$ cat src/rtl/pcc_pkg.sv
// Shared constants, codes and controller/datapath interface types for the palette cycler.
package pcc_pkg;

   localparam int MAX_RANGES  = 4;
   localparam int PAL_ENTRIES = 256;
   localparam int PAL_AW      = $clog2(PAL_ENTRIES);
   localparam int RANGE_AW    = (MAX_RANGES > 1) ? $clog2(MAX_RANGES) : 1;
   localparam int RCNT_W      = $clog2(MAX_RANGES + 1);

   localparam int COLOR_W     = 8;
   localparam int RGB_W       = 3 * COLOR_W;
   localparam int FRAME_W     = 32;
   localparam int INDEX_W     = 8;
   localparam int FIRST_W     = 8;
   localparam int COUNT_W     = 9;
   localparam int PERIOD_W    = 16;
   localparam int WORD_W      = FIRST_W + COUNT_W + PERIOD_W;
   localparam int TOTAL_W     = 11;
   localparam int DIV_W       = 2;
   localparam int LEN_W       = PAL_AW + 1;

   localparam int CSR_IDX_W   = 3;
   localparam int RCOUNT_W    = 3;

   localparam int BIG_TOTAL   = 16;
   localparam int DIV_SLOW    = 3;

   // request kinds
   localparam logic [1:0] REQ_TICK  = 2'd0;
   localparam logic [1:0] REQ_WRITE = 2'd1;
   localparam logic [1:0] REQ_READ  = 2'd2;
   localparam logic [1:0] REQ_START = 2'd3;

   // register indexes
   localparam logic [CSR_IDX_W-1:0] CSR_ENABLE = 3'd0;
   localparam logic [CSR_IDX_W-1:0] CSR_RCOUNT = 3'd1;
   localparam logic [CSR_IDX_W-1:0] CSR_RANGE0 = 3'd2;

   typedef struct packed {
      logic capture;
      logic pal_write;
      logic pal_read;
      logic start_stamps;
      logic tick_eval;
      logic range_eval;
      logic rot_read_last;
      logic rot_cap_last;
      logic rot_read_k;
      logic rot_write_k;
      logic rsp_load;
   } cmd_type;

   typedef struct packed {
      logic tick_run;
      logic range_end;
      logic range_rotate;
      logic rot_last;
      logic rsp_free;
   } sts_type;

endpackage

$ cat src/rtl/pcc_ctrl.sv
// Controller state machine: sequences palette access, stamping, ticks and range rotation.
module pcc_ctrl (
   input  logic             clock,
   input  logic             reset,
   input  logic             req_valid,
   input  logic [1:0]       req_type,
   output logic             req_ready,
   input  pcc_pkg::sts_type sts,
   output pcc_pkg::cmd_type cmd
);
   import pcc_pkg::*;

   localparam logic [3:0] S_IDLE     = 4'd0;
   localparam logic [3:0] S_WRITE    = 4'd1;
   localparam logic [3:0] S_READ     = 4'd2;
   localparam logic [3:0] S_START    = 4'd3;
   localparam logic [3:0] S_TICK     = 4'd4;
   localparam logic [3:0] S_RANGE    = 4'd5;
   localparam logic [3:0] S_ROT_LAST = 4'd6;
   localparam logic [3:0] S_ROT_CAP  = 4'd7;
   localparam logic [3:0] S_ROT_RD   = 4'd8;
   localparam logic [3:0] S_ROT_WR   = 4'd9;
   localparam logic [3:0] S_FINISH   = 4'd10;

   logic [3:0] state_ff;
   logic [3:0] state_in;

   always_comb begin
      state_in  = state_ff;
      cmd       = '0;
      req_ready = 1'b0;
      case (state_ff)
         S_IDLE: begin
            // take no transfer while reset is held
            req_ready = !reset;
            if (req_valid && !reset) begin
               cmd.capture = 1'b1;
               case (req_type)
                  REQ_WRITE: state_in = S_WRITE;
                  REQ_READ:  state_in = S_READ;
                  REQ_START: state_in = S_START;
                  default:   state_in = S_TICK;
               endcase
            end
         end
         S_WRITE: begin
            cmd.pal_write = 1'b1;
            state_in      = S_FINISH;
         end
         S_READ: begin
            cmd.pal_read = 1'b1;
            state_in     = S_FINISH;
         end
         S_START: begin
            cmd.start_stamps = 1'b1;
            state_in         = S_FINISH;
         end
         S_TICK: begin
            cmd.tick_eval = 1'b1;
            state_in      = sts.tick_run ? S_RANGE : S_FINISH;
         end
         S_RANGE: begin
            cmd.range_eval = 1'b1;
            if (sts.range_end) begin
               state_in = S_FINISH;
            end else if (sts.range_rotate) begin
               state_in = S_ROT_LAST;
            end
         end
         S_ROT_LAST: begin
            cmd.rot_read_last = 1'b1;
            state_in          = S_ROT_CAP;
         end
         S_ROT_CAP: begin
            cmd.rot_cap_last = 1'b1;
            state_in         = S_ROT_RD;
         end
         S_ROT_RD: begin
            cmd.rot_read_k = 1'b1;
            state_in       = S_ROT_WR;
         end
         S_ROT_WR: begin
            cmd.rot_write_k = 1'b1;
            state_in        = sts.rot_last ? S_RANGE : S_ROT_RD;
         end
         S_FINISH: begin
            // hold until the output register is free
            if (sts.rsp_free) begin
               cmd.rsp_load = 1'b1;
               state_in     = S_IDLE;
            end
         end
         default: state_in = S_IDLE;
      endcase
   end

   always_ff @(posedge clock) begin
      if (reset) begin
         state_ff <= S_IDLE;
      end else begin
         state_ff <= state_in;
      end
   end

endmodule

$ cat config.mk
export PLATFORM = sky130hd
export DESIGN_NAME = pcc_ctrl
export DESIGN_NICKNAME = d
export VERILOG_FILES = /design/src/rtl/pcc_pkg.sv /design/src/rtl/pcc_ctrl.sv
export SDC_FILE = /design/constraint.sdc
export NUM_CORES = 1
export LEC_CHECK = 0
export ABC_CLOCK_PERIOD_IN_PS = 4700
export BUFFER_PORTS_ARGS = -buffer_cell sky130_fd_sc_hd__buf_4
export CAP_MARGIN = 40
export CORE_AREA = 2 2 39 41
export DETAILED_ROUTE_END_ITERATION = 6
export DIE_AREA = 0 0 41 43
export HOLD_SLACK_MARGIN = 0.06
export SYNTH_ARGS = -nofsm -noshare
export SYNTH_HDL_FRONTEND = slang
export SYNTH_SLANG_ARGS = --single-unit
$ cat constraint.sdc
create_clock -name clock -period 4.7 [get_ports clock]
set_input_delay 1.175 -clock clock [delete_from_list [all_inputs] [get_ports clock]]
set_output_delay 1.175 -clock clock [all_outputs]
set_load 0.01 [all_outputs]
# Word level (Yosys, flattened, before mapping)
# Cells that the tools add are included.
# op_classes
n_eq_ne,16
n_mux,22
reduce_logical,5
# ops
cell,count
$pmux W4 S9,1
$mux W4,6
$eq A4 B3 Y1 const B,4
$mux W1,14
$eq A4 B4 Y1 const B,3
$pmux W3 S3,1
$eq A4 B2 Y1 const B,2
$eq A2 B2 Y1 const B,2
$eq A4 B1 Y1 const B,1
$logic_not A4 Y1,1
$ne A2 B2 Y1 const B,2
$ne A3 B3 Y1 const B,1
$reduce_and A3 Y1,1
$reduce_or A3 Y1,1
$eq A2 B1 Y1 const B,1
$logic_and A1 B1 Y1,1
$logic_not A1 Y1,1
# word_totals
register_bits,4
word_cells,44

# Longest topological paths before layout
# Gate-level depths: netlist of run 1.
# logic_depth
word_depth,4
ltp_mapped,6
mapped_depth_nobuf,4

# Worst setup path before layout of run 1
# No wires, ideal clock.
# synth_path
kind,input-to-output
start,input port sts[0] in the netlist's numbering
end,output port cmd[0] in the netlist's numbering
arrival_ps,1501
required_time_ps,3525
slack_ps,2024
path_stages,2
n_path_buf,0
cell_sequence,inv_1 nor3_1
# synth_rtl
element,line_no,source
start: declaration,pcc_ctrl.sv:8,"input pcc_pkg::sts_type sts,"
end: declaration,pcc_ctrl.sv:9,output pcc_pkg::cmd_type cmd

==> results of run 1 <==
[area by class of cell]
type,instances,area [um2]
fill,161,817
multi-input combinational,47,279
timing repair buffer,21,158
sequential,4,80.1
clock buffer,3,22.5
tap,16,20.0
inverter,2,7.51
[power by group through the flow]
stage	Clock [W]	Combinational, W	Sequential, W
final	0.0000426	0.000186	0.0000846
after detailed placement	0	0.000186	0.0000835
after CTS	0.0000448	0.000187	0.0000828
after global routing	0.0000454	0.000209	0.0000881
after global placement	0	0.000186	0.0000850
after floorplan	0	0.000165	0.0000524
[cell usage after synthesis]
cell type | number | area [um2]
a21boi_0 | 1 | 7.51
a21oi_1 | 2 | 10.0
a221o_1 | 1 | 10.0
a311oi_1 | 1 | 8.76
a31oi_1 | 1 | 6.26
and2b_1 | 1 | 7.51
buf_2 | 1 | 5.00
buf_6 | 1 | 11.3
clkbuf_1 | 2 | 7.51
clkbuf_2 | 1 | 5.00
dfxtp_1 | 4 | 80.1
inv_1 | 2 | 7.51
nand2_1 | 3 | 11.3
nand2b_1 | 3 | 18.8
nand4b_1 | 1 | 8.76
nor2_1 | 13 | 48.8
nor2b_1 | 1 | 6.26
nor3_1 | 4 | 20.0
o21ai_0 | 2 | 10.0
o21ai_2 | 1 | 8.76
o311ai_0 | 1 | 8.76
o31a_1 | 1 | 8.76
o32a_1 | 1 | 10.0
o32ai_1 | 1 | 8.76
o41ai_1 | 1 | 8.76
or2_1 | 1 | 6.26
or2_2 | 1 | 6.26
or2b_1 | 1 | 7.51
or3_1 | 2 | 12.5
or3_4 | 1 | 11.3
or4_1 | 1 | 7.51
[per-stage QoR]
stage	cells	area (um2)	setup slack, ns
after floorplan	58	395	2.02
after global placement	90	544	1.84
after detailed placement	90	544	1.84
after CTS	93	567	1.83
after global routing	93	567	1.80
final	93	567	1.84
[worst max-delay path, stage by stage]
cell,delay [ns]
buf_4,0.13
nor2b_1,0.14
and2b_1,0.14
buf_4,0.11
[cells by family (layout without fill, tap and decap cells)]
logic type,Yosys count,after routing,share of synthesized area [%]
AOI/OAI and AO/OA,14,14,26.9
buffers and inverters,7,26,9.18
DFF,4,4,20.3
and+or+nand+nor,33,33,43.7
[path summary, 6_finish.rpt]
kind / startpoint / endpoint / slack, ns / cells after the start
worst max register to register: state_ff[2] / state_ff[1] / 2.94 / 4
worst max-delay path: reset / cmd[10] / 1.84 / 4
worst min register to register: state_ff[3] / state_ff[0] / 0.75 / 2
worst min-delay path: state_ff[3] / state_ff[0] / 0.75 / 2
[metal layers]
| metal | part of all wire [%] | GRT usage (%) | up-vias |
|---|---|---|---|
| li1 | - | - | 247 |
| met1 | 46 | 17.7 | 208 |
| met2 | 48 | 21.3 | 17 |
| met3 | 6.3 | 0 | 0 |
| met4 | 0 | 8.00 | 0 |
| met5 | 0 | 0 | - |
==> impl_metrics.json, run 1 <==
{
  "layout_common_cells": "buf_4 (21), nor2_1 (13), nor3_1 (4), dfxtp_1 (4)",
  "cts.htree.levels": 1,
  "seq_power_share_pct": 27.0,
  "die_h_um": 43,
  "path_max_fanout": 7,
  "largest_reg_flops": 4,
  "die-area_um2": 1760,
  "combPwrFrac_pct": 59.4,
  "rows": 14,
  "drive_gt1_share_pct": 35.1,
  "final-hold-violation-count": 0,
  "whs_ns": 0.751,
  "core_um2": 1380,
  "drtIter0Drc": 3,
  "crit_type": "in -> out",
  "maxSlewHeadroom_pct": 74.0,
  "sw_frac_of_total_pct": 44.8,
  "syn2layout_area_growth_pct": 43.4,
  "rsz0062_at_grt": "false",
  "drc_errors": 0,
  "start_kind": "input port",
  "fmax_ghz": 0.349,
  "cts_made_buffers": 3,
  "grt_max_degree": 14,
  "antenna_cells": 0,
  "drt-total-wl_mm": 1.12,
  "cts_sinks": 4,
  "worstSkewPairLatency_ns": 0.23,
  "finish.utilization_pct": 41.0,
  "fin_setup_tns_ns": 0,
  "clk_pin_slew_worst_paths_ns": 0.04,
  "port_buffers": 21,
  "root_buffer": "clkbuf_4",
  "die_w_um": 41,
  "finalSetupViolations": 0,
  "worstPathRequired_ns": 3.52,
  "cts_setup_buffers": 0,
  "power_w": 0.000313,
  "hold_class": "reg -> reg",
  "dr.pass1.iters": 4,
  "final_common_cell": "buf_4",
  "nNetsFinal": 89,
  "fin_crit_ns": 2.86,
  "ir_drop_uv": 152,
  "wl_per_cell_um": 12.0,
  "synthesis.area_um2": 395,
  "cp-end-kind": "primary output",
  "ys_seq_area_share_pct": 20.3,
  "yosys.cell_types.count": 31,
  "routabilityCongestion": 0.766,
  "num_vias": 472,
  "viasPerCell": 5.08,
  "drtAntennaViolNets": 0,
  "worstMarginPinSlew_ns": 0.386,
  "p_leak_nw": 0.242,
  "hold_buffers": 0,
  "period_share_pct": 61.0,
  "synth_warnings": 0,
  "grt_pass1_wl_mm": 1.64,
  "cts_tree": "built",
  "synth_seq_cells": 4,
  "antenna_found_initial": 0,
  "num_io_pins": 22,
  "synth.avg_cell_area_um2": 6.82,
  "grt_util_all_layers_pct": 13.6,
  "regMostFlops": "state_ff",
  "overflow": 0,
  "grt_pass1_vias": 397,
  "arrival_ns": 1.69,
  "post_cts_resized": 0,
  "finalMaxSlewViolations": 0,
  "place.detailed.hpwl_um": 828,
  "maxCapViolCount": 0,
  "syn_nets": 68,
  "status": "finished, final reports clean",
  "power_frac_clock_pct": 13.6,
  "finalClockSkew_ns": 0.00557,
  "start_util_pct": 28.6,
  "clockBufferDepth": 2,
  "power_density_nw_per_um2": 553,
  "reg_top3": "state_ff x4",
  "synth_cells": 58,
  "p_sw_w": 0.000140,
  "internal_power_w": 0.000173
}
Power figures use the tool's default switching activity.
==> inputs of run 2 (changes only) <==
--- a/config.mk
+++ b/config.mk
@@ -5,7 +5,8 @@
 export SDC_FILE = /design/constraint.sdc
 export NUM_CORES = 1
 export LEC_CHECK = 0
-export ABC_CLOCK_PERIOD_IN_PS = 4700
+export ABC_AREA = 1
+export ABC_CLOCK_PERIOD_IN_PS = 3000
 export BUFFER_PORTS_ARGS = -buffer_cell sky130_fd_sc_hd__buf_4
 export CAP_MARGIN = 40
 export CORE_AREA = 2 2 39 41
==> constraint.sdc (replaced) <==
create_clock -name clock -period 3 [get_ports clock]
set_input_delay 0.75 -clock clock [delete_from_list [all_inputs] [get_ports clock]]
set_output_delay 0.75 -clock clock [all_outputs]
set_load 0.01 [all_outputs]
==> run 2 against run 1 <==
Wire length shrank 1.6%. Largest power group unchanged. First-iteration DRC count rose to 6.3 times the previous value. Design area increased by 4.0%. Synthesized cell count grew 29%. Flip-flop and latch count is the same.
==> impl_metrics.json, run 2 <==
{
  "viasPerCell": 4.57,
  "yosys-top-cells-area": "dfxtp_1 (21%), nor2_1 (15%), nand2_1 (14%)",
  "synth-xor-area-share_pct": 0,
  "nNetsFinal": 111,
  "path_max_fanout": 6,
  "crit_path_cell_trace": "nor2_1 > inv_1 > nor3_1 > buf_4",
  "hold_class": "reg -> reg",
  "num_io_pins": 22,
  "sw_frac_of_total_pct": 48.9,
  "min_path_cells": 3,
  "clockBufferDepth": 2,
  "power_frac_clock_pct": 13.6,
  "finish.utilization_pct": 42.6,
  "synth_warnings": 0,
  "design_area_um2": 589,
  "cts_tree": "built",
  "rows": 14,
  "synth_cells": 75,
  "overflow": 0,
  "post_cts_resized": 0,
  "cts_made_buffers": 3,
  "drtIter0Drc": 19,
  "period_share_pct": 69.4,
  "cp_slowest_cell": "dfxtp_1",
  "largest_reg_flops": 4,
  "synth_mux_area_share_pct": 0,
  "die_h_um": 43,
  "regToRegEndpoint": "state_ff[2]",
  "synth-simple-area-share_pct": 55.9,
  "drtAntennaViolNets": 0,
  "final_common_cell": "buf_4",
  "fin_crit_ns": 2.08,
  "crit_type": "reg -> out",
  "syn2layout_area_growth_pct": 51.4,
  "worstPathRequired_ns": 2.25,
  "antenna_found_initial": 0,
  "fmax_ghz": 0.480,
  "worstSkewPairLatency_ns": 0.23,
  "antenna_cells": 0,
  "cts_setup_buffers": 0,
  "ys_seq_area_share_pct": 20.6,
  "regMostFlops": "state_ff",
  "worstReg2RegStart": "state_ff[2]",
  "synthArstFlopShare_pct": 0,
  "start_kind": "register",
  "crit_family": "simple AND/OR/NAND/NOR gates",
  "grt_util_all_layers_pct": 13.8,
  "syn_nets": 85,
  "die-area_um2": 1760,
  "layout_common_cells": "buf_4 (21), nor2_1 (16), nand2_1 (14)",
  "finalSetupViolations": 0,
  "synth-compound-area-share_pct": 9.00,
  "num-fill-cells": 156,
  "netlist_top_cells_count": "nor2_1 (16), nand2_1 (14), inv_1 (13)",
  "cts.htree.levels": 1,
  "drc_errors": 0,
  "power_density_nw_per_um2": 824,
  "num_vias": 526,
  "min_to": "state_ff[1]",
  "synth-edff-count": 0,
  "final-hold-violation-count": 0,
  "maxSlewHeadroom_pct": 76.1,
  "finalClockSkew_ns": 0.00168,
  "synth.most_common_cell": "nor2_1",
  "fin_setup_tns_ns": 0,
  "grt_max_degree": 8,
  "wl_per_cell_um": 9.58,
  "clk_pin_slew_worst_paths_ns": 0.04,
  "finalMaxSlewViolations": 0,
  "arrival_ns": 1.33,
  "worstMarginPinSlew_ns": 0.357,
  "synth_top_area_cell": "dfxtp_1",
  "p_leak_nw": 0.338,
  "place_area_um2": 567,
  "die_w_um": 41,
  "ff2ff_path_depth": 7,
  "drt-total-wl_mm": 1.10,
  "cp-end-kind": "primary output",
  "core_um2": 1380,
  "path_depth": 4,
  "maxCapViolCount": 0,
  "crit_buf_inv": 2,
  "ir_drop_uv": 335,
  "p_sw_w": 0.000237,
  "internal_power_w": 0.000248,
  "start_util_pct": 28.1,
  "synth.avg_cell_area_um2": 5.19,
  "drive_gt1_share_pct": 31.3,
  "grt_pass1_vias": 435,
  "synth_top_family_by_area": "simple AND/OR/NAND/NOR gates",
  "status": "finished, final reports clean",
  "netlist.area_leader.share_pct": 20.6,
  "r2r_setup_slack_ns": 1.70,
  "hold_buffers": 0,
  "port_buffers": 21,
  "synth_seq_cells": 4,
  "slowest_delay_ns": 0.32,
  "yosys.area_share.adder_pct": 0,
  "place.detailed.hpwl_um": 947,
  "combPwrFrac_pct": 66.6,
  "reg_top3": "state_ff x4",
  "routabilityCongestion": 0.786,
  "root_buffer": "clkbuf_4",
  "synthesis.area_um2": 389,
  "synth_ff_type": "dfxtp_1",
  "rsz0062_at_grt": "false",
  "min_from": "state_ff[2]",
  "grt_pass1_wl_mm": 1.66,
  "cts_sinks": 4,
  "dr.pass1.iters": 4,
  "seq_power_share_pct": 19.9,
  "yosys.cell_types.count": 13
}
-- run 2: cell types whose count changed in the layout (fill, tap and decap cells not counted), sizes merged, moves of 3 or more --
cell / before / now
nand2: 3 / 15
inv: 2 / 15
nand3: 0 / 10
nand2b: 3 / 0
or3: 3 / 0
nor2: 13 / 18
-- run 2: layer usage --
| layer | vias up | track usage [%] | wire length (um) |
|---|---|---|---|
| met4 | 0 | 6.00 | 0 |
| met2 | 25 | 21.9 | 533 |
| met3 | 0 | 3.14 | 95 |
| met1 | 215 | 17.0 | 472 |
| met5 | - | 0 | 0 |
| li1 | 286 | - | - |
-- run 2: per-stage QoR --
step	setup slack [ns]	total power, W	std cells	hold WS (ns)
floorplan	1.15	0.000315	75	0.584
finish	0.917	0.000485	115	0.642
global placement	1.03	0.000422	112	0.631
global route	0.811	0.000534	115	0.700
detailed placement	1.02	0.000422	112	0.641
CTS	0.916	0.000491	115	0.647
-- run 2: cell type report --
class                           count  area [um2]  share of cell area [%]
Multi-Input combinational cell     56         253                    42.9
Timing Repair Buffer               21         158                    26.8
Sequential cell                     4        80.1                    13.6
Inverter                           15        56.3                    9.55
Clock buffer                        3        22.5                    3.82
Tap cell                           16        20.0                    3.40
-- run 2: logic make-up (layout without fill, tap and decap cells) --
family / Yosys count / count (layout)
simple gates: 49 / 49
compound gates: 7 / 7
flops: 4 / 4
buf+inv: 15 / 39
-- run 2: worst max path at each step --
stage	from	endpoint	slack, ns
after floorplan	sts[0]	cmd[0]	1.15
after global placement	reset	cmd[10]	1.03
after detailed placement	reset	cmd[10]	1.02
after CTS	state_ff[3]	cmd[7]	0.92
after global routing	state_ff[3]	cmd[7]	0.81
final	state_ff[3]	cmd[7]	0.92
-- run 2: worst reg2reg max path, stage by stage (launching register included) --
cell	delay, ns
dfxtp_1	0.36
inv_1	0.07
nor2_1	0.18
nand2_1	0.12
nor2_1	0.19
nor2_2	0.07
o21ai_0	0.10
a21oi_1	0.09
-- run 2: power by group through the flow --
stage	combinational [W]	clock, W	sequential (W)
floorplan	0.000222	0	0.0000927
global placement	0.000326	0	0.0000963
detailed placement	0.000326	0	0.0000963
CTS	0.000327	0.0000677	0.0000959
global route	0.000364	0.0000714	0.0000986
finish	0.000323	0.0000658	0.0000965
==> inputs of run 3 (changes only) <==
--- a/config.mk
+++ b/config.mk
@@ -5,8 +5,8 @@
 export SDC_FILE = /design/constraint.sdc
 export NUM_CORES = 1
 export LEC_CHECK = 0
-export ABC_AREA = 1
-export ABC_CLOCK_PERIOD_IN_PS = 3000
+export ABC_AREA = 0
+export ABC_CLOCK_PERIOD_IN_PS = 2100
 export BUFFER_PORTS_ARGS = -buffer_cell sky130_fd_sc_hd__buf_4
 export CAP_MARGIN = 40
 export CORE_AREA = 2 2 39 41
==> constraint.sdc (replaced) <==
create_clock -name clock -period 2.1 [get_ports clock]
set_input_delay 0.525 -clock clock [delete_from_list [all_inputs] [get_ports clock]]
set_output_delay 0.525 -clock clock [all_outputs]
set_load 0.01 [all_outputs]
==> run 3 against run 2 <==
First-iteration DRC count fell by 79%. Design area fell by 1.3%. Die area did not move. Sequential power rose by 96%. Clock skew fell by 0.00086 ns. Utilization fell by 0.54 points. Clock power rose by 51%. Power rose by 50%. Non-clock buffer count rose by 1. Cell count fell by 18%. Critical endpoint is now cmd[10]. Highest routed layer is now met4.
==> impl_metrics.json, run 3 (synthesis gave the netlist of run 1 again) <==
{
  "status": "finished, final reports clean",
  "clk_pin_slew_worst_paths_ns": 0.04,
  "crit_type": "reg -> out",
  "finalSetupViolations": 0,
  "antenna_cells": 0,
  "largest_reg_flops": 4,
  "worstReg2RegStart": "state_ff[3]",
  "cp-startpoint": "state_ff[0]",
  "arrival_ns": 1.53,
  "reg_top3": "state_ff x4",
  "worstSetupEndpoint": "cmd[10]",
  "start_kind": "register",
  "viasPerCell": 5.03,
  "maxSlewHeadroom_pct": 74.1,
  "place_area_um2": 552,
  "antenna_found_initial": 0,
  "num-fill-cells": 150,
  "grt_util_all_layers_pct": 14.0,
  "worstMarginPinSlew_ns": 0.384,
  "ff2ff_path_depth": 4,
  "grt_max_degree": 12,
  "combPwrFrac_pct": 60.3,
  "core_um2": 1380,
  "place.detailed.hpwl_um": 872,
  "slowest_delay_ns": 0.36,
  "root_buffer": "clkbuf_4",
  "p_leak_nw": 0.249,
  "min_path_cells": 2,
  "power_w": 0.000727,
  "finalMaxSlewViolations": 0,
  "cp-end-kind": "primary output",
  "start_util_pct": 28.6,
  "drtAntennaViolNets": 0,
  "regToRegEndpoint": "state_ff[1]",
  "drtIter0Drc": 4,
  "die_h_um": 43,
  "path_max_fanout": 10,
  "drt-total-wl_mm": 1.13,
  "grt_pass1_vias": 415,
  "rsz0062_at_grt": "false",
  "nNetsFinal": 90,
  "cts_made_buffers": 3,
  "regMostFlops": "state_ff",
  "cts_tree": "built",
  "rows": 14,
  "fmax_ghz": 0.486,
  "finalClockSkew_ns": 0.000826,
  "design_area_um2": 582,
  "overflow": 0,
  "cts_sinks": 4,
  "num_io_pins": 22,
  "p_sw_w": 0.000317,
  "crit_path_cell_trace": "or2_4 > or3_4 > and2b_1 > buf_4",
  "hold_buffers": 0,
  "maxCapViolCount": 0,
  "multiInputGateArea_um2": 282,
  "num_vias": 473,
  "layout_common_cells": "buf_4 (22), nor2_1 (13), nor3_1 (4)",
  "period_share_pct": 98.0,
  "worstPathRequired_ns": 1.57,
  "final_common_cell": "buf_4",
  "final-hold-violation-count": 0,
  "power_frac_clock_pct": 13.6,
  "die-area_um2": 1760,
  "syn2layout_area_growth_pct": 47.2,
  "r2r_setup_slack_ns": 0.42,
  "dr.pass1.iters": 4,
  "die_w_um": 41,
  "internal_power_w": 0.000410,
  "port_buffers": 21,
  "routabilityCongestion": 0.788,
  "seq_power_share_pct": 26.0,
  "fin_setup_tns_ns": 0,
  "worstSkewPairLatency_ns": 0.24,
  "regArea_um2": 85.1,
  "sw_frac_of_total_pct": 43.6,
  "drc_errors": 0,
  "grt_pass1_wl_mm": 1.66,
  "power_density_nw_per_um2": 1250,
  "clockBufferDepth": 2,
  "wl_per_cell_um": 12.0,
  "fin_crit_ns": 2.06,
  "ir_drop_uv": 482,
  "drive_gt1_share_pct": 39.7,
  "cts.htree.levels": 1,
  "hold_class": "in -> reg",
  "cp_slowest_cell": "dfxtp_4"
}
run 3: changes by cell type in the layout (fill, tap and decap cells not counted), moves of 2 or more:
| cell | previous run | this run |
|---|---|---|
| inv_2 | 2 | 0 |
| or3_1 | 0 | 2 |
| nand2b_1 | 0 | 3 |
| inv_1 | 13 | 2 |
| dfxtp_1 | 4 | 2 |
| nand2_1 | 14 | 3 |
| nand3_1 | 9 | 0 |
| nor2_1 | 16 | 13 |
| o21ai_0 | 4 | 2 |
| nor2_2 | 2 | 0 |
run 3: per-stage QoR:
step                util [%]  std cells  setup WS, ns  hold slack, ns
global route            42.0         94       0.00246           0.492
global placement        39.9         91         0.257           0.727
finish                  42.0         94        0.0411           0.485
floorplan                  -         58         0.263           0.594
detailed placement      39.9         91         0.215           0.731
CTS                     41.8         94        0.0233           0.487
run 3: power groups by stage:
stage           Clock, W  Sequential (W)  Combinational, W
6_report       0.0000992        0.000189          0.000438
5_1_grt         0.000108        0.000198          0.000485
4_1_cts         0.000100        0.000182          0.000440
3_5_place_dp           0        0.000181          0.000427
3_3_place_gp           0        0.000180          0.000429
2_1_floorplan          0        0.000117          0.000369
run 3: cell type report:
class,count,share of cell area [%]
multi-input combinational,47,48.4
timing repair buffer,22,28.4
sequential,4,14.6
clock buffer,3,3.87
tap,16,3.44
inverter,2,1.29
run 3: worst min path at each step:
stage | start | endpoint | slack, ns
final | reset | state_ff[0] | 0.49
after global routing | reset | state_ff[0] | 0.49
after CTS | reset | state_ff[0] | 0.49
after detailed placement | state_ff[0] | state_ff[3] | 0.73
after global placement | state_ff[0] | state_ff[3] | 0.73
after floorplan | reset | state_ff[3] | 0.59
run 3: timing repair:
action	4_1_cts	5_1_grt
gates cloned	0	0
resized for setup	2	2
setup endpoints to repair	1	1
buffers inserted	0	0
run 3: metal layers:
| layer | up-vias | track usage (%) | part of all wire, % | routed length [um] |
|---|---|---|---|---|
| met5 | - | 0 | 0 | 0 |
| met4 | 0 | 6.67 | 1.9 | 21 |
| met3 | 2 | 3.66 | 8.1 | 91 |
| met2 | 21 | 23.8 | 45 | 503 |
| met1 | 203 | 15.1 | 45 | 511 |
| li1 | 247 | - | - | - |
run 3: critical path, delay by kind of cell (launching register included):
family | cells | cell delay [ns]
simple gates | 3 | 0.82
flops | 1 | 0.36
buf+inv | 1 | 0.11
